<file path="src/hw/rtl/rgbhsv_pkg.sv">
// Shared widths, constants and command types of the RGB to HSV converter.
package rgbhsv_pkg;

   localparam int CHANNEL_BITS  = 8;
   localparam int HUE_FRAC_BITS = 8;
   localparam int HUE_BITS      = HUE_FRAC_BITS + 3;

   // Quotient bits per divide: hue needs HUE_FRAC_BITS+1, saturation CHANNEL_BITS.
   localparam int QUOT_BITS = (HUE_FRAC_BITS + 1 > CHANNEL_BITS) ?
                              HUE_FRAC_BITS + 1 : CHANNEL_BITS;
   localparam int DIVN_BITS = CHANNEL_BITS + QUOT_BITS;
   localparam int CNT_BITS  = $clog2(QUOT_BITS + 1);

   localparam logic [HUE_BITS-1:0] HUE_TWO_SIXTHS  = HUE_BITS'(2 << HUE_FRAC_BITS);
   localparam logic [HUE_BITS-1:0] HUE_FOUR_SIXTHS = HUE_BITS'(4 << HUE_FRAC_BITS);
   localparam logic [HUE_BITS-1:0] HUE_FULL_TURN   = HUE_BITS'(6 << HUE_FRAC_BITS);

   // Sector of the largest channel.
   localparam logic [1:0] SECTOR_RED   = 2'd0;
   localparam logic [1:0] SECTOR_GREEN = 2'd1;
   localparam logic [1:0] SECTOR_BLUE  = 2'd2;

   typedef logic [CHANNEL_BITS-1:0] chan_type;
   typedef logic [HUE_BITS-1:0]     hue_type;

   typedef struct packed {
      logic load;    // capture a new pixel and seed both dividers
      logic step;    // advance both dividers by one quotient bit
      logic commit;  // fold the quotients into the held result
   } cmd_type;

endpackage

</file>
<file path="src/hw/rtl/rgbhsv_if.sv">
// Valid/ready channel interfaces for pixels in and HSV results out.
interface rgbhsv_req_if;
   import rgbhsv_pkg::*;
   logic     valid;
   logic     ready;
   chan_type red;
   chan_type green;
   chan_type blue;

   modport source (output valid, output red, output green, output blue, input ready);
   modport sink   (input valid, input red, input green, input blue, output ready);
endinterface

interface rgbhsv_rsp_if;
   import rgbhsv_pkg::*;
   logic     valid;
   logic     ready;
   hue_type  hue;
   chan_type saturation;
   chan_type brightness;

   modport source (output valid, output hue, output saturation, output brightness,
                   input ready);
   modport sink   (input valid, input hue, input saturation, input brightness,
                   output ready);
endinterface

</file>
<file path="src/hw/rtl/rgbhsv_ctrl.sv">
// Sequencer of the converter: accepts a beat, runs the dividers, hands off the result.
module rgbhsv_ctrl (
   input  logic               clock,
   input  logic               reset,
   input  logic               req_valid,
   output logic               req_ready,
   input  logic               rsp_ready,
   output logic               rsp_valid,
   output rgbhsv_pkg::cmd_type cmd
);
   import rgbhsv_pkg::*;

   localparam logic [1:0] S_IDLE = 2'd0;
   localparam logic [1:0] S_RUN  = 2'd1;
   localparam logic [1:0] S_DONE = 2'd2;

   logic [1:0]          state_ff, state_in;
   logic [CNT_BITS-1:0] cnt_ff, cnt_in;
   logic                out_valid_ff, out_valid_in;

   always_comb begin
      state_in  = state_ff;
      cnt_in    = cnt_ff;
      cmd       = '0;
      req_ready = 1'b0;
      case (state_ff)
         S_IDLE: begin
            req_ready = 1'b1;
            if (req_valid) begin
               cmd.load = 1'b1;
               cnt_in   = '0;
               state_in = S_RUN;
            end
         end
         S_RUN: begin
            cmd.step = 1'b1;
            cnt_in   = cnt_ff + 1'b1;
            if (cnt_ff == CNT_BITS'(QUOT_BITS - 1)) begin
               state_in = S_DONE;
            end
         end
         S_DONE: begin
            // hold the quotients until the output slot frees up
            if (!out_valid_ff || rsp_ready) begin
               cmd.commit = 1'b1;
               state_in   = S_IDLE;
            end
         end
         default: begin
            state_in = S_IDLE;
         end
      endcase
      out_valid_in = cmd.commit | (out_valid_ff & ~rsp_ready);
   end

   assign rsp_valid = out_valid_ff;

   always_ff @(posedge clock) begin
      if (reset) begin
         state_ff     <= S_IDLE;
         cnt_ff       <= '0;
         out_valid_ff <= 1'b0;
      end else begin
         state_ff     <= state_in;
         cnt_ff       <= cnt_in;
         out_valid_ff <= out_valid_in;
      end
   end

endmodule

</file>
<file path="src/hw/rtl/rgbhsv_dp.sv">
// Datapath: max/min, two restoring dividers and the held hue/saturation result.
module rgbhsv_dp (
   input  logic                 clock,
   input  logic                 reset,
   input  rgbhsv_pkg::cmd_type  cmd,
   input  rgbhsv_pkg::chan_type red,
   input  rgbhsv_pkg::chan_type green,
   input  rgbhsv_pkg::chan_type blue,
   output rgbhsv_pkg::hue_type  hue,
   output rgbhsv_pkg::chan_type saturation,
   output rgbhsv_pkg::chan_type brightness
);
   import rgbhsv_pkg::*;

   typedef struct packed {
      chan_type               rem;
      logic [QUOT_BITS-1:0]   num;
   } lane_type;

   // One restoring step: shift in the next dividend bit, subtract if it fits.
   function automatic lane_type div_step(lane_type cur, chan_type den);
      logic [CHANNEL_BITS:0] trial;
      lane_type              nxt;
      trial = {cur.rem, cur.num[QUOT_BITS-1]};
      nxt.num = {cur.num[QUOT_BITS-2:0], 1'b0};
      if (trial >= {1'b0, den}) begin
         trial      = trial - {1'b0, den};
         nxt.num[0] = 1'b1;
      end
      nxt.rem = trial[CHANNEL_BITS-1:0];
      return nxt;
   endfunction

   // pixel working registers
   chan_type   mx_ff, diff_ff;
   logic [1:0] sector_ff;
   logic       neg_ff;
   lane_type   sat_ff, sat_in, hdiv_ff, hdiv_in;

   // result registers; hue and saturation are also the held state
   hue_type    held_hue_ff, held_hue_in;
   chan_type   held_sat_ff, held_sat_in;
   chan_type   bright_ff;

   // load-side combinational values
   chan_type               mx_c, mn_c, d_c, pos_c, sub_c, mag_c;
   logic [1:0]             sector_c;
   logic                   neg_c;
   logic [DIVN_BITS-1:0]   sat_num_c, hue_num_c;

   // commit-side hue assembly
   hue_type                q_c, term_c, base_c, hue_c;

   always_comb begin
      mx_c = (red > green) ? red : green;
      mn_c = (red < green) ? red : green;
      if (blue > mx_c) mx_c = blue;
      if (blue < mn_c) mn_c = blue;
      d_c = mx_c - mn_c;

      if (mx_c == red) begin
         sector_c = SECTOR_RED;
         pos_c    = green;
         sub_c    = blue;
      end else if (mx_c == green) begin
         sector_c = SECTOR_GREEN;
         pos_c    = blue;
         sub_c    = red;
      end else begin
         sector_c = SECTOR_BLUE;
         pos_c    = red;
         sub_c    = green;
      end
      neg_c = pos_c < sub_c;
      mag_c = neg_c ? (sub_c - pos_c) : (pos_c - sub_c);

      // full-scale times difference as shift minus one
      sat_num_c = (DIVN_BITS'(d_c) << CHANNEL_BITS) - DIVN_BITS'(d_c);
      hue_num_c = DIVN_BITS'(mag_c) << HUE_FRAC_BITS;
   end

   always_comb begin
      sat_in  = sat_ff;
      hdiv_in = hdiv_ff;
      if (cmd.load) begin
         sat_in.rem  = sat_num_c[DIVN_BITS-1:QUOT_BITS];
         sat_in.num  = sat_num_c[QUOT_BITS-1:0];
         hdiv_in.rem = hue_num_c[DIVN_BITS-1:QUOT_BITS];
         hdiv_in.num = hue_num_c[QUOT_BITS-1:0];
      end else if (cmd.step) begin
         sat_in  = div_step(sat_ff, mx_ff);
         hdiv_in = div_step(hdiv_ff, diff_ff);
      end
   end

   always_comb begin
      q_c    = HUE_BITS'(hdiv_ff.num);
      term_c = neg_ff ? (HUE_BITS'(0) - q_c) : q_c;
      case (sector_ff)
         SECTOR_RED:   base_c = (neg_ff && (q_c != '0)) ? HUE_FULL_TURN : '0;
         SECTOR_GREEN: base_c = HUE_TWO_SIXTHS;
         SECTOR_BLUE:  base_c = HUE_FOUR_SIXTHS;
         default:      base_c = '0;
      endcase
      hue_c = base_c + term_c;

      held_hue_in = held_hue_ff;
      held_sat_in = held_sat_ff;
      if (cmd.commit && (mx_ff != '0)) begin
         held_sat_in = sat_ff.num[CHANNEL_BITS-1:0];
         if (diff_ff != '0) begin
            held_hue_in = hue_c;
         end
      end
   end

   always_ff @(posedge clock) begin
      sat_ff  <= sat_in;
      hdiv_ff <= hdiv_in;
      if (cmd.load) begin
         mx_ff     <= mx_c;
         diff_ff   <= d_c;
         sector_ff <= sector_c;
         neg_ff    <= neg_c;
      end
      if (cmd.commit) begin
         bright_ff <= mx_ff;
      end
   end

   always_ff @(posedge clock) begin
      if (reset) begin
         held_hue_ff <= '0;
         held_sat_ff <= '0;
      end else begin
         held_hue_ff <= held_hue_in;
         held_sat_ff <= held_sat_in;
      end
   end

   assign hue        = held_hue_ff;
   assign saturation = held_sat_ff;
   assign brightness = bright_ff;

endmodule

</file>
<file path="src/hw/rtl/rgb_to_hsv_converter.sv">
// Top level of the RGB to HSV converter: sequencer plus datapath.
//
// Usage:
//   req_chan carries one pixel per beat (red, green, blue, 255 = full scale).
//   rsp_chan returns one beat per pixel: hue in sixths of a turn with 8
//   fraction bits (0..1535), saturation = floor(255*(max-min)/max) and
//   brightness = largest channel.
//   A black pixel repeats the previous hue and saturation; a gray pixel
//   gives saturation 0 and repeats the previous hue.
// Timing:
//   Saturation and hue are divided side by side on two restoring dividers,
//   one quotient bit per cycle, 9 bits each. An accepted pixel is loaded,
//   runs its divide steps and is committed into the result registers,
//   which puts it on rsp_chan. The sequencer then returns to idle to take
//   the next pixel, so none is taken before the last one is committed.
//   The result sits in its own register, so the next pixel is taken and
//   divided while a result still waits; only the commit waits on rsp ready.
// Reset:
//   Synchronous, active high. Clears the sequencer, drops rsp valid and
//   zeroes the held hue and saturation.
// Stall:
//   While rsp ready is low the result beat holds; the pixel behind it
//   finishes its divides and holds before the commit, and req ready stays low.
module rgb_to_hsv_converter (
   input  logic clock,
   input  logic reset,
   rgbhsv_req_if.sink   req_chan,
   rgbhsv_rsp_if.source rsp_chan
);
   import rgbhsv_pkg::*;

   cmd_type cmd;

   rgbhsv_ctrl u_ctrl (
      .clock     (clock),
      .reset     (reset),
      .req_valid (req_chan.valid),
      .req_ready (req_chan.ready),
      .rsp_ready (rsp_chan.ready),
      .rsp_valid (rsp_chan.valid),
      .cmd       (cmd)
   );

   rgbhsv_dp u_dp (
      .clock      (clock),
      .reset      (reset),
      .cmd        (cmd),
      .red        (req_chan.red),
      .green      (req_chan.green),
      .blue       (req_chan.blue),
      .hue        (rsp_chan.hue),
      .saturation (rsp_chan.saturation),
      .brightness (rsp_chan.brightness)
   );

endmodule

</file>
<file path="src/flat_wrapper.sv">
// flat-port wrapper written by rule: the top's interface ports become plain ports
module rgb_to_hsv_converter_flat import rgbhsv_pkg::*;
  (clock, reset, req_chan_valid, req_chan_red, req_chan_green, req_chan_blue, req_chan_ready, rsp_chan_valid, rsp_chan_hue, rsp_chan_saturation, rsp_chan_brightness, rsp_chan_ready);
  rgbhsv_req_if req_chan_i ();
  rgbhsv_rsp_if rsp_chan_i ();
  input  logic clock;
  input  logic reset;
  input wire logic [$bits(req_chan_i.valid)-1:0] req_chan_valid;
  input wire logic [$bits(req_chan_i.red)-1:0] req_chan_red;
  input wire logic [$bits(req_chan_i.green)-1:0] req_chan_green;
  input wire logic [$bits(req_chan_i.blue)-1:0] req_chan_blue;
  output wire logic [$bits(req_chan_i.ready)-1:0] req_chan_ready;
  output wire logic [$bits(rsp_chan_i.valid)-1:0] rsp_chan_valid;
  output wire logic [$bits(rsp_chan_i.hue)-1:0] rsp_chan_hue;
  output wire logic [$bits(rsp_chan_i.saturation)-1:0] rsp_chan_saturation;
  output wire logic [$bits(rsp_chan_i.brightness)-1:0] rsp_chan_brightness;
  input wire logic [$bits(rsp_chan_i.ready)-1:0] rsp_chan_ready;
  assign req_chan_i.valid = req_chan_valid;
  assign req_chan_i.red = req_chan_red;
  assign req_chan_i.green = req_chan_green;
  assign req_chan_i.blue = req_chan_blue;
  assign req_chan_ready = req_chan_i.ready;
  assign rsp_chan_valid = rsp_chan_i.valid;
  assign rsp_chan_hue = rsp_chan_i.hue;
  assign rsp_chan_saturation = rsp_chan_i.saturation;
  assign rsp_chan_brightness = rsp_chan_i.brightness;
  assign rsp_chan_i.ready = rsp_chan_ready;
  rgb_to_hsv_converter u_core (.clock(clock), .reset(reset), .req_chan(req_chan_i), .rsp_chan(rsp_chan_i));
endmodule
</file>
<file path="config.mk">
export PLATFORM = sky130hd
export DESIGN_NAME = rgb_to_hsv_converter_flat
export DESIGN_NICKNAME = d
export VERILOG_FILES = /design/src/hw/rtl/rgbhsv_pkg.sv /design/src/hw/rtl/rgbhsv_if.sv /design/src/hw/rtl/rgbhsv_ctrl.sv /design/src/hw/rtl/rgbhsv_dp.sv /design/src/hw/rtl/rgb_to_hsv_converter.sv /design/src/flat_wrapper.sv
export SDC_FILE = /design/constraint.sdc
export NUM_CORES = 1
export LEC_CHECK = 0
export BUFFER_PORTS_ARGS = -buffer_cell sky130_fd_sc_hd__buf_2
export CAP_MARGIN = 0
export CORE_MARGIN = 1.5
export CORE_UTILIZATION = 55
export CTS_CLUSTER_SIZE = 28
export DETAILED_ROUTE_END_ITERATION = 8
export PLACE_DENSITY_LB_ADDON = 0.2
export SLEW_MARGIN = 25
export SYNTH_ARGS = -nofsm -noshare
export SYNTH_HDL_FRONTEND = slang
export SYNTH_SLANG_ARGS = --single-unit
export TNS_END_PERCENT = 30
</file>
<file path="constraint.sdc">
create_clock -name clock -period 23.2 [get_ports clock]
set_input_delay 1.16 -clock clock [delete_from_list [all_inputs] [get_ports clock]]
set_output_delay 1.16 -clock clock [all_outputs]
set_load 0.01 [all_outputs]
</file>
==> Yosys cells after proc, flatten, opt, wreduce, memory -nomap -nowiden <==
Cells that the tools add are included.
{ "classes": {"bitwise_logic": 3, "addsub": 9, "eq_ne": 10, "n_mux": 33, "n_lt_le_gt_ge": 7, "n_reduce_logical": 14} }
{ "ops": {"columns": ["cell", "count"], "rows": [
  ["2-to-1 mux 8 bit", 11],
  ["subtractor 8 bit", 5],
  ["2-to-1 mux 17 bit", 2],
  ["case mux 11 bit (3 select lines)", 1],
  ["2-to-1 mux 16 bit", 2],
  ["less-than comparator 8 bit", 3],
  ["2-to-1 mux 11 bit", 2],
  ["greater-or-equal comparator 9 x 8 -> 1 bit", 2],
  ["subtractor 16 x 8 -> 17 bit", 1],
  ["equality test 8 bit", 2],
  ["> comparator 8 bit", 2],
  ["nonzero test 8 bit", 2],
  ["adder 11 bit", 1],
  ["subtractor 1 x 9 -> 10 bit (first input constant)", 1],
  ["nonzero test 9 bit", 1],
  ["2-to-1 mux 1 bit", 8],
  ["2-to-1 mux 2 bit", 4],
  ["case mux 4 bit (2 select lines)", 1],
  ["inequality test 2 bit (second input constant)", 3],
  ["case mux 2 bit (3 select lines)", 1],
  ["adder 4 x 1 -> 4 bit (second input constant)", 1],
  ["equality test 2 x 1 -> 1 bit (second input constant)", 2],
  ["equality test 2 bit (second input constant)", 2],
  ["equality test 4 bit (second input constant)", 1],
  ["other kinds (11)", 15]
]} }
{ "totals": {"output_inout_bits": 29, "regBits": 87} }

==> Depth between registers and ports, before layout <==
Gate-level depths: netlist of the first run.
{ "depth": {"depth_word": 10, "mapped_depth": 39, "depth_no_buf": 37} }

==> Modules after synthesis <==
From an unflattened synthesis of the first run, not the netlist that was laid out.
{ "unflattened": {"hier_cells": 839, "hier_area_um2": 7206.9} }
{ "by_module_without_submodules": {"columns": ["mod", "instances", "area_each_um2", "cells_per_inst"], "rows": [
  ["rgbhsv_dp", 1, 6874.1, 800],
  ["rgbhsv_ctrl", 1, 332.8, 39]
]} }

==> Worst setup path before layout of the first run <==
Ideal clock, no wire load.
{ "synth_path": {"kind": "input -> register", "start": "input port req_chan_green[1]", "end": "register u_core.u_dp.hdiv_ff[14] (netlist name) (data pin)", "path_slack_ps": 14474, "path_stages": 38, "arrival_time_ps": 8453, "t_required_ps": 22928, "path_cell_list": "inv_1 > ha_1 > nor2b_1 > o211ai_1 > a21boi_4 > nor2_1 > mux2_2 > inv_1 > ha_1 > and3_1 > a22o_1 > nor2_1 > o31a_1 > buf_2 > mux2i_1 > a21boi_0 > o21ai_0 > a2111o_1 > [2 not listed] > clkbuf_1 > nand2_1 > o21ai_0 > mux2i_1 > inv_1 > ha_1 > a21o_1 > a21oi_1 > o21bai_1 > a21oi_1 > o21bai_1 > a21oi_1 > clkbuf_1 > mux2i_1 > nand2_1 > a221oi_1 > xnor2_1 > o22ai_1"} }
{ "synth_lines": {"columns": ["item", "line", "source"], "rows": [
  ["start, declared", "flat_wrapper.sv:10", "input wire logic [$bits(req_chan_i.green)-1:0] req_chan_green;"],
  ["end signal, assigned", "rgbhsv_dp.sv:119", "hdiv_ff <= hdiv_in;"],
  ["end, declared", "rgbhsv_dp.sv:38", "lane_type sat_ff, sat_in, hdiv_ff, hdiv_in;"]
]} }

==> results of run 1 <==
==> final cells by class <==
class | instances | share of cell area
Clock buffer | 10 | 0.0306
Clock inverter | 6 | 0.00551
Inverter | 80 | 0.0367
Multi-Input combinational cell | 698 | 0.582
Sequential cell | 87 | 0.277
Tap cell | 176 | 0.0269
Timing Repair Buffer | 64 | 0.0416
==> cells in the mapped netlist (all sizes together) (3+ instances only) <==
| cell | n | area [sq um] |
|---|---|---|
| nand3 | 22 | 110 |
| a21oi | 71 | 355 |
| nand4 | 14 | 103 |
| ha | 63 | 788 |
| nor2b | 15 | 101 |
| a21boi | 4 | 41.3 |
| a211oi | 13 | 97.6 |
| xnor2 | 21 | 184 |
| and2 | 5 | 31.3 |
| nor4 | 8 | 50.1 |
| nor2 | 89 | 334 |
| o31ai | 9 | 67.6 |
| nor3 | 11 | 60.1 |
| and4 | 3 | 26.3 |
| a31oi | 4 | 25.0 |
| fa | 4 | 80.1 |
| a311oi | 6 | 52.6 |
| o211a | 4 | 47.6 |
| mux2i | 40 | 400 |
| or4 | 5 | 41.3 |
| mux2 | 5 | 56.3 |
| clkbuf | 27 | 101 |
| o21bai | 3 | 22.5 |
| nand2b | 9 | 56.3 |
| o21a | 11 | 83.8 |
| o31a | 4 | 35.0 |
| a21o | 19 | 143 |
| o21ai | 69 | 353 |
| xor2 | 13 | 114 |
| and3 | 9 | 56.3 |
| edfxtp | 52 | 1560 |
| o211ai | 12 | 90.1 |
| dfxtp | 35 | 701 |
| inv | 79 | 297 |
| or3 | 5 | 31.3 |
| o22ai | 10 | 62.6 |
| nand2 | 78 | 293 |
| or2 | 10 | 65.1 |
| o2111ai | 3 | 26.3 |
==> placed cells by master (no fill, tap or decap), types with 4 or more instances in the layout <==
cell and n:
a211oi_1 12, a21o_1 19, a21oi_1 71, a311oi_1 6
a31oi_1 4, and2_1 5, and3_1 9, buf_2 56
buf_4 8, clkbuf_16 10, dfxtp_1 35, edfxtp_1 52
fa_1 4, ha_1 63, inv_1 78, inv_6 4
mux2_2 5, mux2i_1 40, nand2_1 78, nand2b_1 9
nand3_1 22, nand4_1 13, nor2_1 89, nor2b_1 14
nor3_1 9, nor4_1 8, o211ai_1 12, o21a_1 10
o21ai_0 64, o22ai_1 10, o31a_1 4, o31ai_1 9
or2_2 9, or3_1 5, or4_1 4, xnor2_1 21
xor2_1 13
==> stage by stage <==
stage	setup WS, ps	utilization	total power [uW]	hold slack, ps	cells
after floorplan	14470	-	497	445	894
after global placement	13840	0.597	575	464	1104
after detailed placement	13780	0.597	578	476	1104
after CTS	14130	0.619	726	486	1120
after global routing	13260	0.620	780	502	1121
final	14020	0.620	726	486	1121
==> cell families after synthesis <==
logic type	count (synthesis)	share of synthesized area
multiplexers	45	0.0616
adder cells (fa/ha/maj)	68	0.118
AO/OA/AOI/OAI	263	0.231
AND/OR/NAND/NOR	288	0.189
buffers and inverters	109	0.0553
flip-flops	87	0.305
XOR/XNOR	34	0.0401
==> state kept, by name, summed over array words and instances, names as in the netlist <==
register,flops
u_core.u_dp.mx_ff,8
u_core.u_ctrl.cnt_ff,4
u_core.u_ctrl.rsp_valid,1
u_core.u_dp.brightness,8
u_core.u_ctrl.state_ff,2
u_core.u_dp.hdiv_ff,17
u_core.u_dp.hue,11
u_core.u_dp.saturation,8
u_core.u_dp.neg_ff,1
u_core.u_dp.diff_ff,8
u_core.u_dp.sector_ff,2
u_core.u_dp.sat_ff,17
==> final timing paths <==
check	startpoint	slack [ps]	cells past startpoint	to
min reg2reg	u_core.u_dp.hdiv_ff[16]	490	2	u_core.u_dp.hdiv_ff[16]
max reg2reg	u_core.u_dp.mx_ff[1]	19670	15	u_core.u_dp.sat_ff[11]
min	u_core.u_dp.hdiv_ff[16]	490	2	u_core.u_dp.hdiv_ff[16]
max	req_chan_green[1]	14020	36	u_core.u_dp.hdiv_ff[15]
==> critical path: cells and delay by family <==
kind                     cells  cell delay (ps)
adder cells (fa/ha/maj)      3             1050
AO/OA/AOI/OAI               19             4080
buffers and inverters        3              390
AND/OR/NAND/NOR              9             1880
multiplexers                 2              690
==> power groups by stage <==
stage / Sequential, uW / Combinational [uW] / Clock (uW)
2_1_floorplan: 219 / 278 / 0
3_3_place_gp: 226 / 349 / 0
3_5_place_dp: 226 / 352 / 0
4_1_cts: 223 / 356 / 147
5_1_grt: 226 / 402 / 152
6_report: 223 / 360 / 144
==> per-layer routing <==
metal,wire (um),share of wire,global-route usage,vias to the layer above
met5,0,0,0,-
met4,884,0.044,0.134,0
met3,1230,0.062,0.0378,66
met2,9100,0.46,0.460,266
met1,8660,0.44,0.372,3217
li1,-,-,-,3349
==> flow_metrics.py, run 1 <==
metrics = {
    "status": {
        "status": "complete, no violations",
    },
    "setup_path": {
        "critPathKind": "in -> reg",
        "arrival_ps": 9280,
        "cp.required_ps": 23300,
        "crit_path_end_kind": "flip-flop",
        "crit_slowest_cell": "o31a_1",
        "cpMostUsedCell": "a21oi_1",
        "worst_setup_path_start_kind": "primary input",
        "slowest_delay_ps": 510,
        "critPathMaxFanout": 31,
    },
    "synth": {
        "synthCells": 894,
        "synth_seq_cells": 87,
        "syn_area_sq_um": 7420,
        "synth_fp_nets": 989,
        "synth_warnings": 0,
        "ys_types": 75,
        "synth_edf_count": 52,
        "synth-async-reset-ratio": 0,
        "ys_seq_area_frac": 0.305,
        "ys.flop_type": "edfxtp_1",
        "avgSynthCellArea_sq_um": 8.30,
    },
    "final_layout": {
        "fillerInstances": 1178,
        "final_cell_area_sq_um": 8170,
        "multi_input_area_sq_um": 4750,
        "ff_latch_area_sq_um": 2260,
        "drive_gt1_frac": 0.114,
        "fin_nets": 1035,
        "area.growth.synth_to_final_pct": 10.2,
        "diodes": 0,
    },
    "pwr": {
        "p_switching_uw": 296,
        "p_leak_uw": 0.00360,
        "p_seq_frac": 0.307,
        "netSwitchingFraction": 0.407,
        "clkPwrFrac": 0.198,
        "ir_drop_v": 0.0000471,
        "power_density_nw_per_um2": 88.8,
        "p_int_uw": 430,
        "combPwrFrac": 0.495,
    },
    "global_routing": {
        "antenna_found_initial": 0,
        "grt_max_degree": 38,
        "grt_pass1_vias": 6391,
        "grt_pass1_wl_um": 32000,
        "grt_overflow": 0,
        "grt_util_all_layers": 0.283,
    },
    "detailed_routing": {
        "dr.pass1.iters": 6,
        "drt_iter0_markers": 529,
        "wl_per_cell_um": 17.7,
        "ant_nets": 0,
        "drc_errors": 0,
        "vias": 6898,
        "routed_wl_um": 19900,
        "viasPerCell": 6.15,
    },
    "cts": {
        "cts_resized": 0,
        "root_buffer": "clkbuf_16",
        "cts_buffer_depth": 2,
        "cts.clk_slew.worst_paths_ps": 70,
        "cts_hold_buf": 0,
        "clk_latency_ps": 350,
        "cts_tree": "done",
        "cts_setup_buffers": 0,
        "numClockSinks": 87,
        "h-tree-depth": 3,
        "numCtsBuffers": 9,
    },
    "floorplanning": {
        "die_area_sq_um": 14200,
        "core_area_sq_um": 13200,
        "row_count": 42,
        "start_util": 0.562,
        "fp.dieH_um": 119,
        "pin_count": 57,
        "die_w_um": 119,
    },
    "min_path": {
        "holdCritPathClass": "reg -> reg",
    },
    "place": {
        "dp_hpwl_um": 15200,
        "gp_congestion": 1.01,
        "place_area_sq_um": 7870,
        "io_buffers": 56,
    },
    "sta": {
        "worst_pin_slew_ps": 904,
        "fin_worst_skew_ps": 12.2,
        "rsz0062_at_grt": "false",
        "min_period_over_period": 0.396,
        "slew_viol_final": 0,
        "slew_headroom": 0.396,
        "hold_viol_final": 0,
        "layout_min_cycle_time_ps": 9180,
        "max_freq_ghz": 0.109,
        "setup_viol": 0,
        "setup_tns_ps": 0,
    },
    "run": {
        "max_cap_violations": 0,
    },
}
No activity file was read; power rests on OpenSTA's default activity.
==> run 2: changes to the inputs <==
clock period = 7.9 ns   (was 23.2 ns; I/O delays follow)
==> run 2 against run 1 <==
  * Critical path depth up 2
  * Total power rose to 3.0 times the previous value
  * Worst hold slack worse by 150 ps
  * Global-route usage up 0.95 points
  * Routed wire length up 2.6%
==> flow_metrics.py, run 2 (same netlist as run 1, synthesis figures left out) <==
metrics = {
    "final_layout": {
        "area.growth.synth_to_final_pct": 16.1,
        "multi_input_area_sq_um": 4800,
        "diodes": 0,
        "final_cell_area_sq_um": 8610,
        "fillerInstances": 1166,
        "final_common_cell": "nor2_1",
        "ff_latch_area_sq_um": 2260,
        "fin_nets": 1085,
        "fin_util": 0.653,
        "final_cell_mix": "nor2_1 (87), nand2_1 (78), inv_1 (78)",
        "drive_gt1_frac": 0.167,
    },
    "setup_path": {
        "critPathMaxFanout": 17,
        "reg2reg_to": "u_core.u_dp.sat_ff[11]",
        "worst_setup_path_start_kind": "primary input",
        "slowest_delay_ps": 500,
        "critPathKind": "in -> reg",
        "crit_path_end_kind": "flip-flop",
        "ff2ff_path_depth": 15,
        "r2r_start": "u_core.u_dp.mx_ff[1]",
        "crit_slowest_cell": "or4_1",
        "ff2ff_setup_slack_ps": 4210,
        "cp.required_ps": 7990,
        "arrival_ps": 7560,
    },
    "cts": {
        "root_buffer": "clkbuf_16",
        "clk_latency_ps": 350,
        "cts_buffer_depth": 2,
        "numClockSinks": 87,
        "cts.clk_slew.worst_paths_ps": 60,
        "cts_tree": "done",
        "h-tree-depth": 3,
        "numCtsBuffers": 9,
    },
    "global_routing": {
        "met3_usage": 0.0345,
        "grt_overflow": 0,
        "grt_max_degree": 38,
        "use_met1": 0.378,
        "grtUsageMet2": 0.483,
        "grt_pass1_vias": 6626,
        "grt_util_all_layers": 0.292,
        "antenna_found_initial": 0,
        "gr-max-usage-layer": "met2",
        "grt_pass1_wl_um": 32900,
    },
    "detailed_routing": {
        "viasPerCell": 5.97,
        "ant_nets": 0,
        "wl_per_cell_um": 17.4,
        "dr.pass1.iters": 5,
        "routed_wl_um": 20400,
        "drc_errors": 0,
        "drt_iter0_markers": 506,
        "vias": 6990,
    },
    "sta": {
        "worst_pin_slew_ps": 997,
        "setup_viol": 0,
        "fin_worst_skew_ps": 4.92,
        "hold_viol_final": 0,
        "slew_headroom": 0.332,
        "layout_min_cycle_time_ps": 7460,
        "setup_tns_ps": 0,
        "max_freq_ghz": 0.134,
        "min_period_over_period": 0.945,
        "fin_ws_ps": 436,
        "slew_viol_final": 0,
    },
    "floorplanning": {
        "core_area_sq_um": 13200,
        "die_area_sq_um": 14200,
        "die_w_um": 119,
        "pin_count": 57,
        "start_util": 0.562,
        "row_count": 42,
        "fp.dieH_um": 119,
    },
    "place": {
        "place_area_sq_um": 8240,
        "dp_hpwl_um": 15800,
        "io_buffers": 56,
        "gp_congestion": 1.01,
        "dp_slack_ps": -51.1,
    },
    "min_path": {
        "holdPathStages": 3,
        "worstHoldStart": "req_chan_valid",
        "hold_end": "u_core.u_ctrl.state_ff[0]",
        "holdCritPathClass": "in -> reg",
    },
    "status": {
        "status": "complete, no violations",
    },
    "pwr": {
        "ir_drop_v": 0.000112,
        "p_leak_uw": 0.00385,
        "power_density_nw_per_um2": 257,
    },
    "run": {
        "max_cap_violations": 0,
    },
}
-- run 2: power by group --
part           total [uW]  internal, uW  switching [uW]
clock network         441           262             179
logic                1120           462             654
registers             656           601            55.1
-- run 2: worst max-delay path: cells and delay by family --
kind                     cells  cell delay (ps)
multiplexers                 1              340
AO/OA/AOI/OAI               15             2570
adder cells (fa/ha/maj)      3             1030
buffers and inverters        6              880
AND/OR/NAND/NOR             13             2330
-- run 2: per-stage QoR --
| stage | hold slack [ps] | total power (uW) | instances |
|---|---|---|---|
| global placement | 462 | 1720 | 1153 |
| finish | 332 | 2210 | 1171 |
| floorplan | 445 | 1460 | 894 |
| CTS | 323 | 2200 | 1169 |
| detailed placement | 465 | 1740 | 1153 |
| global route | 332 | 2380 | 1171 |
-- run 2: worst max-delay path by stage --
stage                      startpoint                      end  slack, ps  cells past startpoint
floorplan           req_chan_green[1]  u_core.u_dp.hdiv_ff[15]         70                     39
global placement    req_chan_green[1]  u_core.u_dp.hdiv_ff[15]        120                     37
detailed placement  req_chan_green[3]  u_core.u_dp.hdiv_ff[15]        -50                     38
CTS                 req_chan_green[3]  u_core.u_dp.hdiv_ff[15]        270                     39
global route        req_chan_green[3]  u_core.u_dp.hdiv_ff[15]         -6                     37
finish              req_chan_green[7]  u_core.u_dp.hdiv_ff[15]        440                     38
-- run 2: repair_timing --
action                                  4_1_cts  5_1_grt
hold buffers                                  0        0
buffers inserted                              0        1
resized for setup                             0       11
endpoints found under the setup margin        0        7
-- run 2: layout make-up --
| class | instances | share of cell area |
|---|---|---|
| Clock buffer | 12 | 0.0336 |
| Clock inverter | 4 | 0.00363 |
| Inverter | 80 | 0.0349 |
| Multi-Input combinational cell | 699 | 0.558 |
| Sequential cell | 87 | 0.263 |
| Tap cell | 176 | 0.0256 |
| Timing Repair Buffer | 113 | 0.0822 |
-- run 2: per-layer routing --
metal,vias up,part of all wire,wire length [um]
met4,0,0.047,961
met5,-,0,0
met2,241,0.46,9430
met3,66,0.051,1050
li1,3450,-,-
met1,3233,0.44,8950
